`src/hw/rtl/text_frame_diff_renderer_unit_assert.svh`:
```
// assertion macros for the text frame renderer
`ifndef TEXT_FRAME_DIFF_RENDERER_UNIT_ASSERT_SVH
`define TEXT_FRAME_DIFF_RENDERER_UNIT_ASSERT_SVH
`ifndef ASSERT_OFF
`define TFDR_ASSERT_IMPL(label, prop, msg) \
   label: assert property (@(posedge clock) disable iff (reset) prop) else $error(msg);
`define TFDR_ASSERT_NEVER(label, expr, msg) \
   label: assert property (@(posedge clock) disable iff (reset) !(expr)) else $error(msg);
`else
`define TFDR_ASSERT_IMPL(label, prop, msg)
`define TFDR_ASSERT_NEVER(label, expr, msg)
`endif
`endif

```
`src/hw/rtl/tfdr_pkg.sv`:
```
// shared types and constants for the text frame renderer
package tfdr_pkg;
   localparam int MaxCols = 32;
   localparam int MaxRows = 32;
   localparam int ColW = $clog2(MaxCols);
   localparam int RowW = $clog2(MaxRows);
   localparam int AddrW = ColW + RowW;
   localparam int CellCount = MaxCols * MaxRows;
   localparam logic [7:0] BlankChar = 8'h20;
   localparam logic [7:0] ClearChar = 8'h2E;
   localparam logic [2:0] RegActiveCols = 3'd0;
   localparam logic [2:0] RegActiveRows = 3'd1;
   localparam int QDepth = 2;

   typedef enum logic [2:0] {
      ST_CLEAR, ST_IDLE, ST_DRAW, ST_CMP, ST_EMIT, ST_WIPE
   } be_state_type;

   // classified job from front to back
   typedef struct packed {
      logic is_render;
      logic [ColW:0] x0;
      logic [ColW:0] x1;
      logic [RowW:0] y0;
      logic [RowW:0] y1;
      logic [7:0] symbol;
      logic [7:0] row;
      logic [ColW:0] cols;
   } job_type;
endpackage

```
`src/hw/rtl/tfdr_req_if.sv`:
```
// request and response channel interfaces
interface tfdr_req_if;
   logic valid;
   logic ready;
   logic command;
   logic signed [10:0] rect_x;
   logic signed [10:0] rect_y;
   logic [9:0] rect_w;
   logic [9:0] rect_h;
   logic [7:0] symbol;
   logic [7:0] row;
   modport source (output valid, command, rect_x, rect_y, rect_w, rect_h, symbol, row,
                   input ready);
   modport sink (input valid, command, rect_x, rect_y, rect_w, rect_h, symbol, row,
                 output ready);
endinterface


```
`src/hw/rtl/tfdr_front.sv`:
```
// front end: clips rectangles and classifies items into jobs
module tfdr_front (
   input  logic clock,
   input  logic reset,
   tfdr_req_if.sink req,
   input  logic [6:0] active_cols,
   input  logic [8:0] active_rows,
   output logic job_valid,
   input  logic job_ready,
   output tfdr_pkg::job_type job
);
   localparam int CW = tfdr_pkg::ColW;
   localparam int RW = tfdr_pkg::RowW;
   tfdr_pkg::job_type q_ff [tfdr_pkg::QDepth];
   tfdr_pkg::job_type q_in [tfdr_pkg::QDepth];
   logic [1:0] cnt_ff, cnt_in;
   logic [CW:0] cols;
   logic [RW:0] rows;
   logic signed [12:0] xs, xe, ys, ye;
   tfdr_pkg::job_type nj;
   logic push, pop;

   always_comb begin
      cols = (active_cols < 7'(tfdr_pkg::MaxCols)) ? active_cols[CW:0] : (CW+1)'(tfdr_pkg::MaxCols);
      rows = (active_rows < 9'(tfdr_pkg::MaxRows)) ? active_rows[RW:0] : (RW+1)'(tfdr_pkg::MaxRows);
      xs = 13'(req.rect_x);
      ys = 13'(req.rect_y);
      xe = xs + 13'($signed({1'b0, req.rect_w}));
      ye = ys + 13'($signed({1'b0, req.rect_h}));
      nj.is_render = req.command;
      nj.symbol = req.symbol;
      nj.row = req.row;
      nj.cols = cols;
      nj.x0 = xs < 0 ? '0 : (xs > 13'($signed({1'b0, cols})) ? cols : xs[CW:0]);
      nj.x1 = xe < 0 ? '0 : (xe > 13'($signed({1'b0, cols})) ? cols : xe[CW:0]);
      nj.y0 = ys < 0 ? '0 : (ys > 13'($signed({1'b0, rows})) ? rows : ys[RW:0]);
      nj.y1 = ye < 0 ? '0 : (ye > 13'($signed({1'b0, rows})) ? rows : ye[RW:0]);
      // out-of-range render becomes an empty job
      if (req.command && {1'b0, req.row} >= 9'(rows)) begin
         nj.is_render = 1'b0;
         nj.y0 = '0;
         nj.y1 = '0;
      end
   end

   assign req.ready = cnt_ff < 2'(tfdr_pkg::QDepth);
   assign push = req.valid && req.ready;
   assign job_valid = cnt_ff != 2'd0;
   assign pop = job_valid && job_ready;
   assign job = q_ff[0];

   always_comb begin
      cnt_in = cnt_ff + 2'(push) - 2'(pop);
   end

   always_comb begin
      q_in = q_ff;
      if (pop) q_in[0] = q_ff[1];
      if (push) begin
         if (cnt_ff == 2'd0 || (cnt_ff == 2'd1 && pop)) q_in[0] = nj;
         else q_in[1] = nj;
      end
   end

   always_ff @(posedge clock) begin
      if (reset) begin
         cnt_ff <= '0;
      end else begin
         cnt_ff <= cnt_in;
      end
      q_ff <= q_in;
   end
endmodule

```
`src/flat_wrapper.sv`:
```
// flat-port wrapper written by rule: the top's interface ports become plain ports
module tfdr_front_flat 
  (clock, reset, active_cols, active_rows, job_valid, job_ready, job, req_valid, req_command, req_rect_x, req_rect_y, req_rect_w, req_rect_h, req_symbol, req_row, req_ready);
  tfdr_req_if req_i ();
  input  logic clock;
  input  logic reset;
  input  logic [6:0] active_cols;
  input  logic [8:0] active_rows;
  output logic job_valid;
  input  logic job_ready;
  output tfdr_pkg::job_type job;
  input wire logic [$bits(req_i.valid)-1:0] req_valid;
  input wire logic [$bits(req_i.command)-1:0] req_command;
  input wire logic [$bits(req_i.rect_x)-1:0] req_rect_x;
  input wire logic [$bits(req_i.rect_y)-1:0] req_rect_y;
  input wire logic [$bits(req_i.rect_w)-1:0] req_rect_w;
  input wire logic [$bits(req_i.rect_h)-1:0] req_rect_h;
  input wire logic [$bits(req_i.symbol)-1:0] req_symbol;
  input wire logic [$bits(req_i.row)-1:0] req_row;
  output wire logic [$bits(req_i.ready)-1:0] req_ready;
  assign req_i.valid = req_valid;
  assign req_i.command = req_command;
  assign req_i.rect_x = req_rect_x;
  assign req_i.rect_y = req_rect_y;
  assign req_i.rect_w = req_rect_w;
  assign req_i.rect_h = req_rect_h;
  assign req_i.symbol = req_symbol;
  assign req_i.row = req_row;
  assign req_ready = req_i.ready;
  tfdr_front u_core (.clock(clock), .reset(reset), .req(req_i), .active_cols(active_cols), .active_rows(active_rows), .job_valid(job_valid), .job_ready(job_ready), .job(job));
endmodule
```
`config.mk`:
```
export PLATFORM = sky130hd
export DESIGN_NAME = tfdr_front_flat
export DESIGN_NICKNAME = d
export VERILOG_FILES = /design/src/hw/rtl/text_frame_diff_renderer_unit_assert.svh /design/src/hw/rtl/tfdr_pkg.sv /design/src/hw/rtl/tfdr_req_if.sv /design/src/hw/rtl/tfdr_front.sv /design/src/flat_wrapper.sv
export SDC_FILE = /design/constraint.sdc
export NUM_CORES = 1
export LEC_CHECK = 0
export ABC_AREA = 1
export BUFFER_PORTS_ARGS = -buffer_cell sky130_fd_sc_hd__buf_2
export CAP_MARGIN = 10
export CORE_ASPECT_RATIO = 0.6
export CORE_UTILIZATION = 30
export CTS_CLUSTER_SIZE = 28
export DETAILED_ROUTE_END_ITERATION = 16
export PLACE_DENSITY = 0.51
export SLEW_MARGIN = 20
export SYNTH_ARGS = -nofsm -noshare
export SYNTH_HDL_FRONTEND = slang
export SYNTH_SLANG_ARGS = --single-unit
```
`constraint.sdc`:
```
create_clock -name clock -period 8.9 [get_ports clock]
set_clock_uncertainty 0.1 [all_clocks]
set_input_delay 0 -clock clock [delete_from_list [all_inputs] [get_ports clock]]
set_output_delay 0 -clock clock [all_outputs]
set_load 0.005 [all_outputs]
```
# Yosys cells after proc, flatten, opt, wreduce, memory -nomap -nowiden
# Index checks and enable logic that the tools add are counted.
# totals
inputBits,79
wordCells,59
out_inout_bits,49
reg_bits,96
# op_classes
n_reduce_logical,8
add_sub_neg,4
eq_ne,1
bitwise_logic,1
n_lt_le_gt_ge,12
mux,16
# ops
op,count
two-way mux 47 bit,3
two-way mux 94 bit,1
two-way mux 6 bit,10
adder 11 x 11 -> 12 bit,2
> comparator 12 x 7 -> 1 bit,2
less-than comparator 12 x 1 -> 1 bit (second input constant),2
> comparator 11 x 7 -> 1 bit,2
less-than comparator 11 x 1 -> 1 bit (second input constant),2
two-way mux 12 bit,1
less-than comparator 9 x 6 -> 1 bit (second input constant),1
>= comparator 8 x 6 -> 1 bit,1
less-than comparator 7 x 6 -> 1 bit (second input constant),1
logical AND 1 bit,4
adder 2 x 1 -> 2 bit,1
equality test 2 x 1 -> 1 bit (second input constant),1
zero test 2 bit,1
less-than comparator 2 bit (second input constant),1
AND reduction 2 bit,1
nonzero test 2 bit,1
subtractor 2 x 1 -> 2 bit,1
logical OR 1 bit,1
two-way mux 1 bit,1
inverter 1 bit,1

# Longest topological paths before layout
# logic_depth
ltp_word,8
mapped_depth,20
mapped_depth_nobuf,20

# Worst setup path after synthesis
# Ideal clock, no wire load.
# synth_path
kind,reg2reg
startpoint,register u_core.cnt_ff[1]
endpoint,register u_core.q_ff[0] (netlist name) (enable)
stages_incl_launch_ff,4
setup_time_ns,0.510
period_less_slack_ns,4.304
arrival_time_ns,3.694
slack_ns,4.596
t_required_ns,8.290
path_cell_list,dfxtp_1 inv_1 nand2_1 nor3_1
# synth_rtl
element,line,text
"start, declared",tfdr_front.sv:16,"logic [1:0] cnt_ff, cnt_in;"
"start signal, assigned",tfdr_front.sv:69,cnt_ff <= cnt_in;
less-than comparator 2 bit,tfdr_front.sv:46,assign req.ready = cnt_ff < 2'(tfdr_pkg::QDepth);
net req_ready,flat_wrapper.sv:20,output wire logic [$bits(req_i.ready)-1:0] req_ready;
logical AND 1 bit,tfdr_front.sv:47,assign push = req.valid && req.ready;
AND reduction 2 bit (no line),--,
"end signal, assigned",tfdr_front.sv:71,q_ff <= q_in;
"end, declared",tfdr_front.sv:14,tfdr_pkg::job_type q_ff [tfdr_pkg::QDepth];
# The timed path passes the listed nets, and every way through them passes these cells.
# A chain may end at the register's enable or synchronous reset.

==> metrics.log <==
[metrics] Via density: approximately 4.6
[metrics] clock root buffer master: clkbuf_16
[metrics] Max Fanout on Critical Path: 7
[metrics] share of flip-flops with an asynchronous set or reset after synthesis: 0%
[metrics] clock latency on the worst-skew pair: roughly 0.34 ns
[metrics] number of standard cells in the final layout excluding fillers: ~1.2k
[metrics] Total Die Area: 0.02149 mm2
[metrics] Final GP Congestion: 0.8959
[metrics] Placed Cells incl. Taps: 1,168
[metrics] transition time of the tightest slew-check pin: between 0.7 and 0.8 ns
[metrics] Synthesized Nets: 962
[metrics] Critical R2R Launch: u_core.cnt_ff[1]$_SDFF_PP0_
[metrics] share of post-route cells with drive strength above 1: a little under a fifth
[metrics] number of flops mapped to enable cells by yosys: 47
[metrics] number of pins exceeding their max-slew limit in the final report: 0
[metrics] peak supply drop: 0.1205 mV
[metrics] Die X-Extent: between 150 and 200 um
[metrics] post-synth top area share: between 20 and 25%
[metrics] half-perimeter wire length after detailed placement: about 13,000 um
[metrics] primary flip-flop cell chosen by synthesis mapping: dfxtp_1
[metrics] post-CTS setup buffer count: 0
[metrics] Hold Path End: u_core.job[45]$_DFF_P_
[metrics] cell family with most CP delay: simple AND/OR/NAND/NOR gates
[metrics] global routing met2 resource utilization: between 20% and 30%
[metrics] Num CTS Buffers: 9
[metrics] Worst path most repeated cell: nand2_1
[metrics] number of instances in the synthesized netlist: slightly above 800
[metrics] Unique masters post-synth: 38
[metrics] hold depth: 4
[metrics] power per unit of standard cell area: around 220 mW/mm2
[metrics] initial antenna violation count: 1
[metrics] leading cell types in the layout, fill and taps excluded: nand2_1 (203), buf_2 (127), inv_1 (103), nor2_1 (86), ha_1 (52)
[metrics] drt wl/cell: between 10 and 15 um
[metrics] category of the worst setup path launch point: input pin
[metrics] endpoint kind of the worst setup timing path: flop
[metrics] Row Count: 40
[metrics] critical path required time: ~8.9 ns
[metrics] setup violation total in the final timing report: 0
[metrics] share of the clock period used by the worst path: about a third
[metrics] maximum number of pins on one net before global-route repair: just under 60
[metrics] Yosys reg bits: 96
[metrics] number of nets in the layout: ~1.1k
[metrics] FILL cells: about 2.2k
[metrics] Buffers & Inverters on Critical Path: 5
[metrics] slew margin rel.: about half
[metrics] DRC violation count after routing: 0
[metrics] worst reg2reg path depth: 7
[metrics] worst-case clock buffer depth: 2
[metrics] Area Growth Syn to Fin: 18.49%
[metrics] leakage dissipation: 3.717 nW
[metrics] type of the setup path with the least slack: in -> reg
[metrics] cell type with the highest aggregate area in the netlist: edfxtp_1
[metrics] number of global-route vias before repair: 4,906
[metrics] DRC violation total after the first TritonRoute iteration: around 490
[metrics] count of boundary I/O pins: 128
[metrics] post-synth design cell area: roughly 0.0063 mm2
[metrics] met1 global-route usage: 27.19%
[metrics] count of port buffers added during placement: about 130
[metrics] # Max-Cap Violations: 0
[metrics] top cells by area, synth: edfxtp_1 (23%), dfxtp_1 (16%), nand2_1 (12%)
[metrics] gr usage total: 16.39%
[metrics] initial standard-cell utilization of the core: 30.99%
[metrics] signal arrival time at the worst endpoint: around 3.1 ns
[metrics] delay of the slowest cell on the worst path: ~0.53 ns
[metrics] portion of the post-synthesis area used by sequential elements: about two fifths
[metrics] mean instance size in the synthesized netlist: about 7.6 um2
[metrics] Clock transition at path regs: 0.08 ns
[metrics] global route hottest layer: met1
[metrics] endpoint of the worst-slack reg-to-reg timing path: u_core.job[41]$_DFF_P_
[metrics] overflow left after global routing: 0
[metrics] outcome: completed
[metrics] vias: approximately 5.6k
[metrics] Die Height: 113.9 um
[metrics] detailed-router iteration count before antenna repair: 5
[metrics] Min-Delay Path Class: in -> reg
[metrics] post-route ant nets: 0
[metrics] FMAX: around 0.32 GHz
[metrics] synthesis warning total: 0
[metrics] Std-Cell Core Area: 0.02022 mm2
[metrics] cells traversed along the worst timing path: dlygate4sd3_1 > buf_2 > ha_1 > a21oi_1 > nand2_1 > a21oi_1 > xor2_1 > inv_1 > ha_1 > nand2_1 > inv_1 > nand2_1 > nand2_1 > nand2_1 > nand3_2 > nor2_4 > nand4_1 > nand3_1 > inv_1
[metrics] Hold Fails Final Rpt: 0
[metrics] cell area after layout: roughly 0.0074 mm2
[metrics] TritonCTS clock tree: done
[metrics] Area after DPL: just under 0.007 mm2
[metrics] most common cell after layout, fill and taps aside: nand2_1
[metrics] cell with the largest stage delay on the worst path: dlygate4sd3_1
[metrics] hold path startpoint: req_rect_x[10]
[metrics] CTS H-tree lvls: 3
[metrics] wire length of the first global-routing pass: approximately 28,000 um
[metrics] Final TNS setup: 0 ns
[metrics] total wire length after detailed routing: 17,610 um
[metrics] fraction of met3 tracks used by global routing: under 10%
[metrics] total number of clock tree sinks: 96
[metrics] shortest period the worst path allows: around 3.1 ns
[metrics] minimum setup slack among reg-to-reg paths: 6.48 ns
[metrics] unrepaired setup endpoints after global routing: no
[stage by stage]
stage	util, %	total power [W]	hold slack (ns)	setup slack (ns)
global placement	33.99	0.001265	0.09583	6.043
floorplan	-	0.001140	-0.03093	4.596
detailed placement	33.99	0.001266	0.08874	5.999
CTS	36.71	0.001664	0.003061	5.848
finish	36.72	0.001649	0.007835	5.763
global route	36.71	0.001775	0.01501	5.561
[synthesized netlist by cell type (2+ instances only)]
library cell and n:
nand2_1 203, inv_1 104, nor2_1 88, ha_1 52
dfxtp_1 49, o21ai_0 49, buf_4 48, edfxtp_1 47
nand3_1 39, a21oi_1 32, nand4_1 20, clkbuf_1 18
a31oi_1 17, and3_1 6, o21ai_1 6, xor2_1 6
nor3_1 5, nand3_2 4, a21oi_2 3, nand2_2 3
o21bai_1 3, o22ai_1 3, buf_2 2, fa_1 2
inv_2 2, nand3b_1 2, nor2_2 2, nor4_1 2
or2_2 2, xnor2_1 2
[repair_timing]
item	4_1_cts	5_1_grt
resized for setup	0	0
hold endpoints to repair	47	0
hold buffers	25	0
[flip-flops by register name, summed over array words and instances, names as in the netlist]
register / count
u_core.cnt_ff: 2
u_core.job: 47
u_core.q_ff: 47
[power breakdown]
group	leakage [nW]	internal (W)	switching [W]
clock network	0.140	0.000199	0.000186
logic	2.73	0.000242	0.000378
registers	0.843	0.000589	0.0000559
[area by class of cell]
class	instances	area, um2	share of cell area [%]
antenna	1	2.502	0.03370
clock buffer	9	225.2	3.033
clock inverter	7	73.82	0.9943
inverter	106	397.9	5.359
multi-input combinational	559	3053	41.12
sequential	96	2392	32.22
tap	273	341.6	4.601
timing repair buffer	159	938.4	12.64
[logic make-up (layout without fill, tap and decap cells)]
kind of cell    Yosys count  count (layout)  share of synthesized area (%)
fa+ha+maj                54              54                          11.02
simple gates            381             381                          26.24
flops                    96              96                          38.18
buf+inv                 174             281                          13.34
compound gates          116             116                          10.10
other cells               0               1                              0
xor+xnor                  8               8                          1.118
[worst min-delay path: cells and delay by family]
family        cells  cell delay [ns]
buf+inv           1             0.19
simple gates      3             0.21
[how the worst max path moves through the flow]
stage,startpoint,endpoint,slack [ns],depth (start not counted)
after global placement,req_rect_h[0],u_core.q_ff[22]$_DFFE_PP_,6.04,20
after global routing,req_rect_x[2],u_core.job[38]$_DFF_P_,5.56,20
after floorplan,u_core.cnt_ff[1]$_SDFF_PP0_,u_core.q_ff[0]$_DFFE_PP_,4.60,3
after detailed placement,req_rect_y[0],u_core.q_ff[22]$_DFFE_PP_,6.00,20
final,req_rect_x[2],u_core.q_ff[38]$_DFFE_PP_,5.76,19
after CTS,req_rect_x[2],u_core.q_ff[38]$_DFFE_PP_,5.85,19
[routing by layer]
layer	vias to the layer above	share of wire [%]
met1	2547	56
met2	181	36
met3	6	8.4
li1	2891	-
met4	0	0.31
met5	-	0
Note: power is estimated with default switching activity, not from simulation.
